**config.mk**
```make
export PLATFORM = sky130hd
export DESIGN_NAME = multi_alarm_timer_table_core
export DESIGN_NICKNAME = d
export VERILOG_FILES = /design/src/mat_pkg.sv /design/src/mat_cfg.sv /design/src/mat_div.sv /design/src/mat_datapath.sv /design/src/mat_ctrl.sv /design/src/multi_alarm_timer_table_core.sv
export SDC_FILE = /design/constraint.sdc
export NUM_CORES = 1
export LEC_CHECK = 0
export BUFFER_PORTS_ARGS = -buffer_cell sky130_fd_sc_hd__buf_2
export CAP_MARGIN = 20
export CELL_PAD_IN_SITES_DETAIL_PLACEMENT = 1
export CELL_PAD_IN_SITES_GLOBAL_PLACEMENT = 1
export CORE_MARGIN = 4
export CORE_UTILIZATION = 54
export CTS_BUF_LIST = sky130_fd_sc_hd__clkbuf_16
export DETAILED_ROUTE_END_ITERATION = 12
export PLACE_DENSITY_LB_ADDON = 0.1
export SETUP_SLACK_MARGIN = 0.02
export SYNTH_ARGS = -nofsm -noshare
export SYNTH_HDL_FRONTEND = slang
export SYNTH_HIERARCHICAL = 1
export SYNTH_SLANG_ARGS = --single-unit
export TNS_END_PERCENT = 1
```
**constraint.sdc**
```tcl
create_clock -name clk -period 17.45 [get_ports clk]
set_input_delay 0.8725 -clock clk [delete_from_list [all_inputs] [get_ports clk]]
set_output_delay 0.8725 -clock clk [all_outputs]
set_load 0.02 [all_outputs]
```
**src/mat_pkg.sv**
```systemverilog
`timescale 1ns / 1ps
// ----------------------------------------------------------------------------
// mat_pkg
// Shared constants, codes and types of the multi-alarm timer table.
// ----------------------------------------------------------------------------
package mat_pkg;

	localparam int NUM_ALARMS = 8;
	localparam int TICK_W     = 16;
	localparam int ID_W       = 4;
	localparam int OP_W       = 3;
	localparam int STATUS_W   = 3;
	localparam int ALARM_W    = 3;
	localparam int IDX_W      = (NUM_ALARMS > 1) ? $clog2(NUM_ALARMS) : 1;
	localparam int CFG_AW     = 4;
	localparam int CFG_DW     = 32;
	localparam int DIV_W      = TICK_W + 1;
	localparam int DIV_CNT_W  = $clog2(DIV_W);

	typedef logic [TICK_W-1:0] tick_t;

	localparam tick_t TICK_ONES = {TICK_W{1'b1}};

	localparam logic KIND_FINAL  = 1'b0;
	localparam logic KIND_EXPIRY = 1'b1;

	typedef enum logic [OP_W-1:0] {
		OP_TICK     = 3'd0,
		OP_SET_REL  = 3'd1,
		OP_SET_ABS  = 3'd2,
		OP_CANCEL   = 3'd3,
		OP_GET      = 3'd4,
		OP_GET_BASE = 3'd5
	} opcode_t;

	typedef enum logic [STATUS_W-1:0] {
		ST_OK        = 3'd0,
		ST_BAD_ID    = 3'd1,
		ST_BAD_VALUE = 3'd2,
		ST_ARMED     = 3'd3,
		ST_NOT_ARMED = 3'd4
	} status_t;

	typedef enum logic [1:0] {
		REG_COUNTER_MAX    = 2'd0,
		REG_MIN_CYCLE      = 2'd1,
		REG_TICKS_PER_BASE = 2'd2,
		REG_EXT_CHECKS     = 2'd3
	} reg_idx_t;

	typedef struct packed {
		tick_t counter_max;
		tick_t min_cycle;
		tick_t ticks_per_base;
		logic  extended_checks;
	} cfg_t;

	typedef enum logic [2:0] {
		S_IDLE,
		S_CMD,
		S_CNT,
		S_CNT_WAIT,
		S_SCAN,
		S_DIV_WAIT,
		S_REPORT,
		S_FINAL
	} state_t;

	// controller to datapath
	typedef struct packed {
		logic latch;
		logic cnt_start;
		logic cnt_load;
		logic cnt_clear;
		logic scan_clr;
		logic scan_next;
		logic dec;
		logic shot;
		logic fire_start;
		logic fire_load;
		logic cmd_done;
		logic tick_done;
	} ctl_t;

	// datapath to controller
	typedef struct packed {
		logic in_tick;
		logic cm_zero;
		logic alarm_en;
		logic rem_gt;
		logic cyc_zero;
		logic idx_last;
		logic div_done;
		logic out_free;
	} sts_t;

endpackage

```
**src/mat_cfg.sv**
```systemverilog
`timescale 1ns / 1ps
// ----------------------------------------------------------------------------
// mat_cfg
// Register file behind the APB-style configuration port.
// ----------------------------------------------------------------------------
module mat_cfg (
	input  logic                       clk,
	input  logic                       arst_n,
	input  logic                       psel,
	input  logic                       penable,
	input  logic                       pwrite,
	input  logic [mat_pkg::CFG_AW-1:0] paddr,
	input  logic [mat_pkg::CFG_DW-1:0] pwdata,
	output logic [mat_pkg::CFG_DW-1:0] prdata,
	output logic                       pready,
	output mat_pkg::cfg_t              cfg
);
	import mat_pkg::*;

	cfg_t     cfg_q;
	reg_idx_t reg_idx;
	logic     wr_en;

	assign reg_idx = reg_idx_t'(paddr[3:2]);
	assign wr_en   = psel && penable && pwrite;
	assign pready  = 1'b1;
	assign cfg     = cfg_q;

	always_ff @(posedge clk or negedge arst_n) begin
		if (!arst_n) begin
			cfg_q.counter_max     <= TICK_ONES;
			cfg_q.min_cycle       <= tick_t'(1);
			cfg_q.ticks_per_base  <= tick_t'(1);
			cfg_q.extended_checks <= 1'b1;
		end else if (wr_en) begin
			unique case (reg_idx)
				REG_COUNTER_MAX:    cfg_q.counter_max     <= pwdata[TICK_W-1:0];
				REG_MIN_CYCLE:      cfg_q.min_cycle       <= pwdata[TICK_W-1:0];
				REG_TICKS_PER_BASE: cfg_q.ticks_per_base  <= pwdata[TICK_W-1:0];
				REG_EXT_CHECKS:     cfg_q.extended_checks <= pwdata[0];
				default: ;
			endcase
		end
	end

	always_comb begin
		unique case (reg_idx)
			REG_COUNTER_MAX:    prdata = CFG_DW'(cfg_q.counter_max);
			REG_MIN_CYCLE:      prdata = CFG_DW'(cfg_q.min_cycle);
			REG_TICKS_PER_BASE: prdata = CFG_DW'(cfg_q.ticks_per_base);
			REG_EXT_CHECKS:     prdata = CFG_DW'(cfg_q.extended_checks);
			default:            prdata = '0;
		endcase
	end

endmodule

```
**src/mat_div.sv**
```systemverilog
`timescale 1ns / 1ps
// ----------------------------------------------------------------------------
// mat_div
// Restoring divider, one quotient bit per cycle, shared by the counter
// wrap and the cyclic reload.
// ----------------------------------------------------------------------------
module mat_div (
	input  logic                      clk,
	input  logic                      arst_n,
	input  logic                      start,
	input  logic [mat_pkg::DIV_W-1:0] dividend,
	input  mat_pkg::tick_t            divisor,
	output logic                      done,
	output logic [mat_pkg::DIV_W-1:0] quotient,
	output mat_pkg::tick_t            remainder
);
	import mat_pkg::*;

	logic                 busy_q;
	logic                 done_q;
	logic [DIV_CNT_W-1:0] step_q;
	logic [DIV_W-1:0]     quo_q;
	tick_t                rem_q;
	tick_t                dvs_q;
	logic [DIV_W-1:0]     trial;
	logic [DIV_W-1:0]     diff;
	logic                 fits;
	logic                 last_step;

	assign trial     = {rem_q, quo_q[DIV_W-1]};
	assign diff      = trial - {1'b0, dvs_q};
	assign fits      = trial >= {1'b0, dvs_q};
	assign last_step = step_q == DIV_CNT_W'(DIV_W - 1);

	always_ff @(posedge clk or negedge arst_n) begin
		if (!arst_n) begin
			busy_q <= 1'b0;
			done_q <= 1'b0;
			step_q <= '0;
		end else begin
			done_q <= busy_q && last_step;
			if (start) begin
				busy_q <= 1'b1;
				step_q <= '0;
			end else if (busy_q) begin
				step_q <= step_q + DIV_CNT_W'(1);
				if (last_step) begin
					busy_q <= 1'b0;
				end
			end
		end
	end

	always_ff @(posedge clk) begin
		if (start) begin
			quo_q <= dividend;
			rem_q <= '0;
			dvs_q <= divisor;
		end else if (busy_q) begin
			quo_q <= {quo_q[DIV_W-2:0], fits};
			rem_q <= fits ? diff[TICK_W-1:0] : trial[TICK_W-1:0];
		end
	end

	assign done      = done_q;
	assign quotient  = quo_q;
	assign remainder = rem_q;

	a_rem_below_divisor: assert property (@(posedge clk) disable iff (!arst_n)
		done_q |-> rem_q < dvs_q)
		else $error("divider remainder not below divisor");

endmodule

```
**src/mat_datapath.sv**
```systemverilog
`timescale 1ns / 1ps
// ----------------------------------------------------------------------------
// mat_datapath
// Alarm table, tick counter, divider and result register.
// ----------------------------------------------------------------------------
module mat_datapath (
	input  logic                         clk,
	input  logic                         arst_n,
	input  mat_pkg::cfg_t                cfg,
	input  mat_pkg::ctl_t                ctl,
	output mat_pkg::sts_t                sts,
	input  logic [mat_pkg::OP_W-1:0]     opcode,
	input  logic [mat_pkg::ID_W-1:0]     alarm_id,
	input  mat_pkg::tick_t               tick_value,
	input  mat_pkg::tick_t               cycle_value,
	output logic                         rsp_valid,
	input  logic                         rsp_stall,
	output logic [mat_pkg::STATUS_W-1:0] status,
	output logic                         report_kind,
	output logic [mat_pkg::ALARM_W-1:0]  expired_alarm,
	output mat_pkg::tick_t               fire_count,
	output mat_pkg::tick_t               value_out,
	output mat_pkg::tick_t               min_cycle_out,
	output mat_pkg::tick_t               ticks_per_base_out,
	output logic                         last
);
	import mat_pkg::*;

	// latched beat
	logic [OP_W-1:0] op_q;
	logic [ID_W-1:0] id_q;
	tick_t           tv_q;
	tick_t           cv_q;

	// alarm table
	logic [NUM_ALARMS-1:0] en_q;
	tick_t                 rem_q [NUM_ALARMS];
	tick_t                 cyc_q [NUM_ALARMS];
	tick_t                 cnt_q;
	logic [IDX_W-1:0]      idx_q;
	tick_t                 earliest_q;

	// result register
	logic                rsp_valid_q;
	logic [STATUS_W-1:0] status_q;
	logic                kind_q;
	logic [ALARM_W-1:0]  expired_q;
	tick_t               fires_q;
	tick_t               value_q;
	tick_t               minc_q;
	tick_t               tpb_q;
	logic                last_q;

	tick_t            rem_rd;
	tick_t            cyc_rd;
	logic             en_rd;
	logic [DIV_W-1:0] div_dividend;
	tick_t            div_divisor;
	logic             div_start;
	logic             div_done;
	logic [DIV_W-1:0] div_quo;
	tick_t            div_rem;
	logic [DIV_W-1:0] fires_inc;
	tick_t            fires_sat;
	tick_t            reload_rem;
	tick_t            scan_rem;
	logic             scan_wr;
	logic             bad_id;
	logic             bad_value;
	tick_t            abs_dist;
	logic             arm;
	logic             disarm;
	logic [STATUS_W-1:0] res_status;
	tick_t            res_value;
	tick_t            res_minc;
	tick_t            res_tpb;
	logic             out_load;

	assign rem_rd = rem_q[idx_q];
	assign cyc_rd = cyc_q[idx_q];
	assign en_rd  = en_q[idx_q];

	// divider operands: counter wrap or distance past the alarm
	assign div_start    = ctl.cnt_start || ctl.fire_start;
	assign div_dividend = ctl.cnt_start ? ({1'b0, cnt_q} + {1'b0, tv_q})
	                                    : {1'b0, tv_q - rem_rd};
	assign div_divisor  = ctl.cnt_start ? cfg.counter_max : cyc_rd;

	mat_div u_div (
		.clk       (clk),
		.arst_n    (arst_n),
		.start     (div_start),
		.dividend  (div_dividend),
		.divisor   (div_divisor),
		.done      (div_done),
		.quotient  (div_quo),
		.remainder (div_rem)
	);

	assign fires_inc  = div_quo + DIV_W'(1);
	assign fires_sat  = fires_inc[DIV_W-1] ? TICK_ONES : fires_inc[TICK_W-1:0];
	// rem + n*cycle - elapsed equals cycle minus the division remainder
	assign reload_rem = cyc_rd - div_rem;

	always_comb begin
		scan_rem = rem_rd - tv_q;
		if (ctl.shot) begin
			scan_rem = '0;
		end else if (ctl.fire_load) begin
			scan_rem = reload_rem;
		end
	end
	assign scan_wr = ctl.dec || ctl.shot || ctl.fire_load;

	// command checks
	assign bad_id    = {1'b0, id_q} >= (ID_W + 1)'(NUM_ALARMS);
	assign bad_value = cfg.extended_checks && ((tv_q > cfg.counter_max) ||
		((cv_q != '0) && ((cv_q > cfg.counter_max) || (cv_q < cfg.min_cycle))));
	assign abs_dist  = (tv_q > cnt_q) ? (tv_q - cnt_q) : (tv_q + cfg.counter_max - cnt_q);

	always_comb begin
		arm        = 1'b0;
		disarm     = 1'b0;
		res_status = ST_OK;
		res_value  = '0;
		res_minc   = '0;
		res_tpb    = '0;
		if (op_q == OP_GET_BASE) begin
			if (bad_id) begin
				res_status = ST_BAD_ID;
			end else begin
				res_value = cfg.counter_max;
				res_minc  = cfg.min_cycle;
				res_tpb   = cfg.ticks_per_base;
			end
		end else if ((op_q == OP_SET_REL) || (op_q == OP_SET_ABS) ||
		             (op_q == OP_CANCEL) || (op_q == OP_GET)) begin
			if (bad_id) begin
				res_status = ST_BAD_ID;
			end else begin
				unique case (op_q)
					OP_SET_REL, OP_SET_ABS: begin
						if (bad_value) begin
							res_status = ST_BAD_VALUE;
						end else if (en_rd) begin
							res_status = ST_ARMED;
						end else begin
							arm = 1'b1;
						end
					end
					OP_CANCEL: begin
						if (!en_rd) begin
							res_status = ST_NOT_ARMED;
						end else begin
							disarm = 1'b1;
						end
					end
					default: begin
						if (!en_rd) begin
							res_status = ST_NOT_ARMED;
						end else begin
							res_value = rem_rd;
						end
					end
				endcase
			end
		end
	end

	always_ff @(posedge clk) begin
		if (ctl.latch) begin
			op_q <= opcode;
			id_q <= alarm_id;
			tv_q <= tick_value;
			cv_q <= cycle_value;
		end
		if (ctl.cmd_done && arm) begin
			rem_q[idx_q] <= (op_q == OP_SET_ABS) ? abs_dist : tv_q;
			cyc_q[idx_q] <= cv_q;
		end else if (scan_wr) begin
			rem_q[idx_q] <= scan_rem;
		end
		if (ctl.scan_clr) begin
			earliest_q <= TICK_ONES;
		end else if (scan_wr && (scan_rem < earliest_q)) begin
			earliest_q <= scan_rem;
		end
	end

	always_ff @(posedge clk or negedge arst_n) begin
		if (!arst_n) begin
			en_q  <= '0;
			cnt_q <= '0;
			idx_q <= '0;
		end else begin
			if (ctl.cmd_done && arm) begin
				en_q[idx_q] <= 1'b1;
			end else if ((ctl.cmd_done && disarm) || ctl.shot) begin
				en_q[idx_q] <= 1'b0;
			end
			if (ctl.cnt_clear) begin
				cnt_q <= '0;
			end else if (ctl.cnt_load) begin
				cnt_q <= div_rem;
			end
			if (ctl.latch) begin
				idx_q <= alarm_id[IDX_W-1:0];
			end else if (ctl.scan_clr) begin
				idx_q <= '0;
			end else if (ctl.scan_next) begin
				idx_q <= idx_q + IDX_W'(1);
			end
		end
	end

	// result register
	assign out_load = ctl.cmd_done || ctl.tick_done || ctl.shot || ctl.fire_load;

	always_ff @(posedge clk or negedge arst_n) begin
		if (!arst_n) begin
			rsp_valid_q <= 1'b0;
		end else if (out_load) begin
			rsp_valid_q <= 1'b1;
		end else if (!rsp_stall) begin
			rsp_valid_q <= 1'b0;
		end
	end

	always_ff @(posedge clk) begin
		if (out_load) begin
			status_q  <= ST_OK;
			kind_q    <= KIND_FINAL;
			expired_q <= '0;
			fires_q   <= '0;
			value_q   <= '0;
			minc_q    <= '0;
			tpb_q     <= '0;
			last_q    <= 1'b1;
			if (ctl.cmd_done) begin
				status_q <= res_status;
				value_q  <= res_value;
				minc_q   <= res_minc;
				tpb_q    <= res_tpb;
			end else if (ctl.tick_done) begin
				value_q <= earliest_q;
			end else begin
				kind_q    <= KIND_EXPIRY;
				expired_q <= ALARM_W'(idx_q);
				fires_q   <= ctl.shot ? tick_t'(1) : fires_sat;
				value_q   <= scan_rem;
				last_q    <= 1'b0;
			end
		end
	end

	assign rsp_valid          = rsp_valid_q;
	assign status             = status_q;
	assign report_kind        = kind_q;
	assign expired_alarm      = expired_q;
	assign fire_count         = fires_q;
	assign value_out          = value_q;
	assign min_cycle_out      = minc_q;
	assign ticks_per_base_out = tpb_q;
	assign last               = last_q;

	assign sts.in_tick  = opcode == OP_TICK;
	assign sts.cm_zero  = cfg.counter_max == '0;
	assign sts.alarm_en = en_rd;
	assign sts.rem_gt   = rem_rd > tv_q;
	assign sts.cyc_zero = cyc_rd == '0;
	assign sts.idx_last = idx_q == IDX_W'(NUM_ALARMS - 1);
	assign sts.div_done = div_done;
	assign sts.out_free = !rsp_valid_q || !rsp_stall;

	a_no_overwrite: assert property (@(posedge clk) disable iff (!arst_n)
		out_load |-> sts.out_free)
		else $error("result register loaded while a beat is pending");

	a_counter_wrapped: assert property (@(posedge clk) disable iff (!arst_n)
		ctl.cnt_load |=> cnt_q < cfg.counter_max)
		else $error("counter not below counter_max after wrap");

endmodule

```
**src/mat_ctrl.sv**
```systemverilog
`timescale 1ns / 1ps
// ----------------------------------------------------------------------------
// mat_ctrl
// Sequencer: runs one command, or one tick with its alarm scan.
// ----------------------------------------------------------------------------
module mat_ctrl (
	input  logic          clk,
	input  logic          arst_n,
	input  logic          cmd_valid,
	output logic          cmd_stall,
	input  mat_pkg::sts_t sts,
	output mat_pkg::ctl_t ctl
);
	import mat_pkg::*;

	state_t state_q;
	state_t state_d;

	always_ff @(posedge clk or negedge arst_n) begin
		if (!arst_n) begin
			state_q <= S_IDLE;
		end else begin
			state_q <= state_d;
		end
	end

	always_comb begin
		state_d = state_q;
		unique case (state_q)
			S_IDLE: begin
				if (cmd_valid) begin
					state_d = sts.in_tick ? S_CNT : S_CMD;
				end
			end
			S_CMD: begin
				if (sts.out_free) begin
					state_d = S_IDLE;
				end
			end
			S_CNT: begin
				state_d = sts.cm_zero ? S_SCAN : S_CNT_WAIT;
			end
			S_CNT_WAIT: begin
				if (sts.div_done) begin
					state_d = S_SCAN;
				end
			end
			S_SCAN: begin
				if (!sts.alarm_en || sts.rem_gt || (sts.cyc_zero && sts.out_free)) begin
					if (sts.idx_last) begin
						state_d = S_FINAL;
					end
				end else if (!sts.cyc_zero) begin
					state_d = S_DIV_WAIT;
				end
			end
			S_DIV_WAIT: begin
				if (sts.div_done) begin
					state_d = S_REPORT;
				end
			end
			S_REPORT: begin
				if (sts.out_free) begin
					state_d = sts.idx_last ? S_FINAL : S_SCAN;
				end
			end
			S_FINAL: begin
				if (sts.out_free) begin
					state_d = S_IDLE;
				end
			end
			default: state_d = S_IDLE;
		endcase
	end

	always_comb begin
		ctl       = '0;
		cmd_stall = 1'b1;
		unique case (state_q)
			S_IDLE: begin
				cmd_stall = 1'b0;
				ctl.latch = cmd_valid;
			end
			S_CMD: begin
				ctl.cmd_done = sts.out_free;
			end
			S_CNT: begin
				ctl.scan_clr  = 1'b1;
				ctl.cnt_clear = sts.cm_zero;
				ctl.cnt_start = !sts.cm_zero;
			end
			S_CNT_WAIT: begin
				ctl.cnt_load = sts.div_done;
			end
			S_SCAN: begin
				if (!sts.alarm_en) begin
					ctl.scan_next = !sts.idx_last;
				end else if (sts.rem_gt) begin
					ctl.dec       = 1'b1;
					ctl.scan_next = !sts.idx_last;
				end else if (sts.cyc_zero) begin
					ctl.shot      = sts.out_free;
					ctl.scan_next = sts.out_free && !sts.idx_last;
				end else begin
					ctl.fire_start = 1'b1;
				end
			end
			S_DIV_WAIT: ;
			S_REPORT: begin
				ctl.fire_load = sts.out_free;
				ctl.scan_next = sts.out_free && !sts.idx_last;
			end
			S_FINAL: begin
				ctl.tick_done = sts.out_free;
			end
			default: ;
		endcase
	end

	a_single_load: assert property (@(posedge clk) disable iff (!arst_n)
		$onehot0({ctl.cmd_done, ctl.tick_done, ctl.shot, ctl.fire_load}))
		else $error("more than one result loaded in a cycle");

	a_busy_after_accept: assert property (@(posedge clk) disable iff (!arst_n)
		(state_q == S_IDLE && cmd_valid) |=> state_q != S_IDLE)
		else $error("sequencer idle right after accepting a beat");

endmodule

```
**src/multi_alarm_timer_table_core.sv**
```systemverilog
`timescale 1ns / 1ps
// a non-tick command gets a single result beat, registered once the output is free
// tick: a counter wrap divide (skipped when counter_max is zero), then a scan step per
//   alarm, using the 17-step shared divider for a cyclic expiry, then the final beat
// one command beat at a time: a new beat is taken only once the last result is loaded
// reset clears all alarm enables, the counter and the settings to their defaults at once
// ----------------------------------------------------------------------------
// multi_alarm_timer_table_core
// Alarm table on one shared tick counter with an APB-style settings port.
// ----------------------------------------------------------------------------
module multi_alarm_timer_table_core (
	input  logic                         clk,
	input  logic                         arst_n,
	input  logic                         psel,
	input  logic                         penable,
	input  logic                         pwrite,
	input  logic [mat_pkg::CFG_AW-1:0]   paddr,
	input  logic [mat_pkg::CFG_DW-1:0]   pwdata,
	output logic [mat_pkg::CFG_DW-1:0]   prdata,
	output logic                         pready,
	input  logic                         cmd_valid,
	output logic                         cmd_stall,
	input  logic [mat_pkg::OP_W-1:0]     opcode,
	input  logic [mat_pkg::ID_W-1:0]     alarm_id,
	input  mat_pkg::tick_t               tick_value,
	input  mat_pkg::tick_t               cycle_value,
	output logic                         rsp_valid,
	input  logic                         rsp_stall,
	output logic [mat_pkg::STATUS_W-1:0] status,
	output logic                         report_kind,
	output logic [mat_pkg::ALARM_W-1:0]  expired_alarm,
	output mat_pkg::tick_t               fire_count,
	output mat_pkg::tick_t               value_out,
	output mat_pkg::tick_t               min_cycle_out,
	output mat_pkg::tick_t               ticks_per_base_out,
	output logic                         last
);
	import mat_pkg::*;

	cfg_t cfg;
	ctl_t ctl;
	sts_t sts;

	mat_cfg u_cfg (
		.clk     (clk),
		.arst_n  (arst_n),
		.psel    (psel),
		.penable (penable),
		.pwrite  (pwrite),
		.paddr   (paddr),
		.pwdata  (pwdata),
		.prdata  (prdata),
		.pready  (pready),
		.cfg     (cfg)
	);

	mat_ctrl u_ctrl (
		.clk       (clk),
		.arst_n    (arst_n),
		.cmd_valid (cmd_valid),
		.cmd_stall (cmd_stall),
		.sts       (sts),
		.ctl       (ctl)
	);

	mat_datapath u_datapath (
		.clk                (clk),
		.arst_n             (arst_n),
		.cfg                (cfg),
		.ctl                (ctl),
		.sts                (sts),
		.opcode             (opcode),
		.alarm_id           (alarm_id),
		.tick_value         (tick_value),
		.cycle_value        (cycle_value),
		.rsp_valid          (rsp_valid),
		.rsp_stall          (rsp_stall),
		.status             (status),
		.report_kind        (report_kind),
		.expired_alarm      (expired_alarm),
		.fire_count         (fire_count),
		.value_out          (value_out),
		.min_cycle_out      (min_cycle_out),
		.ticks_per_base_out (ticks_per_base_out),
		.last               (last)
	);

endmodule
```
# ---- Word level (Yosys, flattened, before mapping)
# Memory sizes are Yosys's and may differ from the RTL's.
# Index checks and enable logic that the tools add are counted.
dict set report word_totals {
  out_inout_bits 107
  reg_bits 263
  mem_bits_rw 256
  wordCells 230
  n_memories 2
  in_bits 82
}
dict set report classes {
  n_reduce_logical 52
  n_eq_ne 25
  magnitude_cmp 10
  bitwise_logic 6
  n_addsub 11
  n_mux 95
}
# name words word_bits rd rd_clocked_by_memory_dff write_ports line
set mem_list {}
lappend mem_list {u_datapath.cyc_q 8 16 1 0 1 mat_datapath.sv:38} ;# tick_t cyc_q [NUM_ALARMS];
lappend mem_list {u_datapath.rem_q 8 16 1 0 1 mat_datapath.sv:37} ;# tick_t rem_q [NUM_ALARMS];
# cell n
set ops {}
lappend ops {{$mux W16} 18}
lappend ops {{$pmux W32 S4} 1}
lappend ops {{$sub A16 B16 Y16} 6}
lappend ops {{$gt A16 B16 Y1} 4}
lappend ops {{$mux W3} 20}
lappend ops {{$mux W17} 3}
lappend ops {{$mux W1} 40}
lappend ops {{$logic_not A16 Y1} 2}
lappend ops {{$lt A16 B16 Y1} 2}
lappend ops {{$eq A3 B3 Y1 const B} 7}
lappend ops {{$pmux W3 S7} 1}
lappend ops {{$add A16 B16 Y17} 1}
lappend ops {{$add A17 B1 Y17 const B} 1}
lappend ops {{$ge A17 B16 Y1} 1}
lappend ops {{$add A16 B16 Y16} 1}
lappend ops {{$mux W8} 2}
lappend ops {{$reduce_bool A16 Y1} 1}
lappend ops {{$logic_or A1 B1 Y1} 15}
lappend ops {{$eq A3 B2 Y1 const B} 4}
lappend ops {{$logic_and A1 B1 Y1} 11}
lappend ops {{$mux W2} 5}
lappend ops {{$mux W5} 2}
lappend ops {{$ne A2 B1 Y1 const B} 5}
lappend ops {{$reduce_or A3 Y1} 3}
lappend ops {{other kinds (28)} 43}

# ---- Longest topological paths before layout
dict set report depth {
  word_depth 14
  ltp_mapped 34
  depth_no_buf 30
}

# ---- Modules after synthesis
# The synthesis kept the hierarchy.
# mod area_per_inst_um2 n_inst seq_area_each_um2 cells_per_inst
set modules_own_cells {}
lappend modules_own_cells {mat_datapath 22922.0 1 11951.5 2024}
lappend modules_own_cells {mat_div 3120.5 1 1486.4 292}
lappend modules_own_cells {mat_cfg 2406.1 1 1249.9 179}
lappend modules_own_cells {mat_ctrl 454.2 1 75.1 60}

# ---- Least setup slack after synthesis
# OpenSTA, ideal clock, no wires.
dict set report synth_path {
  kind {register to register}
  start {register u_datapath.idx_q[1]}
  end {register u_datapath.expired_q[0] (netlist: u_datapath/expired_alarm[0]), enable pin}
  path_slack_ns 11.251
  setup_time_ns 0.443
  synth_period_minus_slack_ns 6.199
  arrival_time_ns 5.756
  path_buffers 3
  path_stages_with_launch 23
  path_cell_list {dfrtp_1 > nor2b_1 > and2_1 > clkbuf_1 > clkbuf_1 > a221oi_1 > and3_1 > ha_1 > inv_1 > fa_1 > a211oi_1 > o21ai_0 > a31oi_1 > o21ai_0 > a21oi_1 > nor2b_1 > o21a_1 > nor2b_2 > nand2_1 > nor2_1 > clkbuf_1 > inv_2 > nand3_1}
}
# item line
set synth_rtl {}
lappend synth_rtl {{from (decl)} mat_datapath.sv:40} ;# logic [IDX_W-1:0] idx_q;
lappend synth_rtl {{from (signal assigned)} mat_datapath.sv:207} ;# idx_q <= alarm_id[IDX_W-1:0];
lappend synth_rtl {{from (signal assigned)} mat_datapath.sv:211} ;# idx_q <= idx_q + IDX_W'(1);
lappend synth_rtl {{to (signal assigned)} mat_datapath.sv:248} ;# expired_q <= ALARM_W'(idx_q);
lappend synth_rtl {{to (decl)} mat_datapath.sv:47} ;# logic [ALARM_W-1:0] expired_q;

==> results.cfg <==
[power_and_ir_drop]
max-vdd-ir-drop_mv = 0.124
cellPowerDensity_nw_per_um2 = 95.3
power_mw = 3.05
p_leak_nw = 12.6

[sta]
fin_crit_sh_pct = 46.0
setup_viol = 0
hold_viol = 0
fmax_mhz = 125
tns_ns = 0
finalClockSkew_ns = 0.0651
grt_setup_unrepaired = no
maxSlewViolCount = 0
maxSlewHeadroom_pct = 18.3
tightest_slew_ns = 1.22
finalCriticalPeriod_ns = 8.02

[critical_path]
cp_common_cell = nor2_1
arrival_ns = 8.55
path_max_fanout = 31
critical_path_buf_inv_count = 6
critical_path_class = reg2reg
max_stage_delay_ns = 0.74
ff2ff_setup_slack_ns = 9.43
crit_start = u_datapath/idx_q[0]$_DFFE_PN0P_
endpoint_kind = flop
crit_slowest_cell = dfrtp_1
path_delay_family = compound AO/OA/AOI/OAI gates
start_kind = flop
critPathRequiredTime_ns = 17.98
worstReg2RegStart = u_datapath/idx_q[0]$_DFFE_PN0P_

[global_route]
grt_pass1_vias = 23200
grt_max_degree = 73
overflow = 0
antenna_found_initial = 4
track_usage_pct = 34.3
grt_pass1_wl_um = 147000

[floorplan]
fp.dieW_um = 239
num_rows = 84
core_um2 = 52800
dieArea_um2 = 57300
initial_utilization_pct = 54.8
pin_count = 189
die_y_um = 239

[finish]
stdcell_count = 3412
final_util_pct = 60.7
drive_gt1_share_pct = 15.6
area_growth_pct = 10.8
final_cell_mix = 397 x edfxtp_1, 218 x inv_1, 176 x ha_1, 166 x nor2_1, 152 x buf_2
final_cell_area_um2 = 32000
nNetsFinal = 2958
layout_commonest_cell = edfxtp_1

[cts]
clkLatencyLatePin_ns = 0.65
cts_setup_buffers = 0
cts_buffers = 55
clock-sinks = 516
cts_max_path_buffers = 3
cts_hold_buf = 0
clk_pin_slew_worst_paths_ns = 0.06
cts_tree = done
cts-resized-gates = 0
cts_root_buffer = clkbuf_16
cts_max_level = 2

[synth]
yosysSeqAreaShare_pct = 51.1
synth_edf_count = 397
synth_ff_type = edfxtp_1
syn_area_um2 = 28900
synth_cell_types = 113
async_flop_share_pct = 16.9
syn-mean-instance-area_um2 = 11.3
synth_cells = 2555
ys_warn_count = 6
ys_ff_latch = 516

[min_path]
hp-class = in2async

[placement]
dp.cells = 3305
placed_area_um2 = 30200
gp_congestion = 0.934
dp_hpwl_um = 70800
io_buffers = 153

[drt]
routed_wl_um = 98900
drt_iter0_drc = 2051
vias = 22100
postRouteAntennaNets = 0
dr.pass1.iters = 6
detail_route.wl_per_cell_um = 29.0
drcViolationCount = 0
vias_per_cell = 6.47

[flow_run]
drv_cap = 0

[outcome]
outcome = finished clean
==> cell type report <==
type | count | area [um2]
well taps | 688 | 861
diodes | 1 | 2.50
clock inverters | 46 | 380
inverters | 205 | 769
multi-input cells | 1711 | 12800
repair buffers | 190 | 1100
fillers | 5503 | 20700
clock buffers | 55 | 1380
flip-flops and latches | 516 | 14800
==> worst register-to-register path: cells and delay by family (launching register included) <==
kind	cells	cell delay, ns
flip-flops	1	0.74
buffers and inverters	6	1.18
adder cells (fa/ha/maj)	3	0.95
AO/OA/AOI/OAI	14	3.54
AND/OR/NAND/NOR	9	1.48
==> layer usage <==
| metal | vias up | wire [um] | track usage, % | part of all wire (%) |
|---|---|---|---|---|
| met5 | - | 28 | 0 | 0.028 |
| met4 | 6 | 6090 | 18.0 | 6.2 |
| met3 | 244 | 7280 | 6.74 | 7.4 |
| met2 | 923 | 47000 | 56.5 | 48 |
| met1 | 11200 | 38500 | 43.0 | 39 |
| li1 | 9718 | - | - | - |
==> cells by family after synthesis <==
family	after synthesis	share of synthesized area, %
buffers and inverters	343	5.13
adder cells (fa/ha/maj)	197	9.07
flip-flops	516	51.1
XOR/XNOR	92	2.79
AND/OR/NAND/NOR	607	10.7
AO/OA/AOI/OAI	645	15.4
other	2	0.0260
multiplexers	153	5.84
==> path summary, 6_finish.rpt <==
| path | end | cells past startpoint |
|---|---|---|
| worst max-delay path | u_datapath/earliest_q[4]$_SDFFE_PP1P_ | 32 |
| worst min-delay path | u_cfg/cfg[4]$_DFFE_PN0P_ | 1 |
| worst max register to register | u_datapath/earliest_q[4]$_SDFFE_PP1P_ | 32 |
| worst min register to register | u_datapath/earliest_q[13]$_SDFFE_PP1P_ | 2 |
| max in group asynchronous | u_datapath/cnt_q[8]$_DFFE_PN0P_ | 2 |
| min in group clk | u_datapath/cv_q[6]$_DFFE_PP_ | 1 |
==> cells in the mapped netlist (all sizes together) (32+ instances only) <==
library cell | number | area, um2
buf | 63 | 432
dfxtp | 32 | 641
nand4 | 37 | 238
a22oi | 109 | 823
mux2 | 82 | 965
mux2i | 70 | 701
clkbuf | 75 | 282
inv | 205 | 769
xor2 | 36 | 315
nand3 | 36 | 185
o21ai | 117 | 589
a21oi | 145 | 729
dfrtp | 68 | 1700
edfxtp | 397 | 11900
nand2 | 120 | 465
xnor2 | 56 | 490
nor3 | 53 | 270
ha | 176 | 2200
nor2 | 176 | 663
==> registers in the layout, summed over array words and instances (netlist names), 5 cells and up, named ones only <==
| name | flops |
|---|---|
| u_datapath/fire_count | 16 |
| u_datapath/value_out | 16 |
| u_datapath/tv_q | 16 |
| u_datapath/earliest_q | 16 |
| u_datapath/rem_q | 128 |
| u_datapath/cnt_q | 16 |
| u_datapath/cv_q | 16 |
| u_datapath/min_cycle_out | 16 |
| u_datapath/u_div/step_q | 5 |
| u_datapath/u_div/quotient | 17 |
| u_datapath/u_div/dvs_q | 16 |
| u_cfg/cfg | 49 |
| u_datapath/u_div/remainder | 16 |
| u_datapath/ticks_per_base_out | 16 |
| u_datapath/cyc_q | 128 |
==> report_power, final <==
group / internal (mW) / switching (mW)
sequential: 1.35 / 0.0422
clock: 0.635 / 0.500
combinational: 0.189 / 0.335
==> through the flow <==
| step | setup slack [ns] | hold WS, ns |
|---|---|---|
| 6_report | 9.43 | 0.209 |
| 5_1_grt | 9.01 | 0.239 |
| 4_1_cts | 9.30 | 0.209 |
| 3_5_place_dp | 9.32 | 0.486 |
| 3_3_place_gp | 9.52 | 0.473 |
| 2_1_floorplan | 11.25 | 0.457 |
No activity file was read; power rests on OpenSTA's default activity.
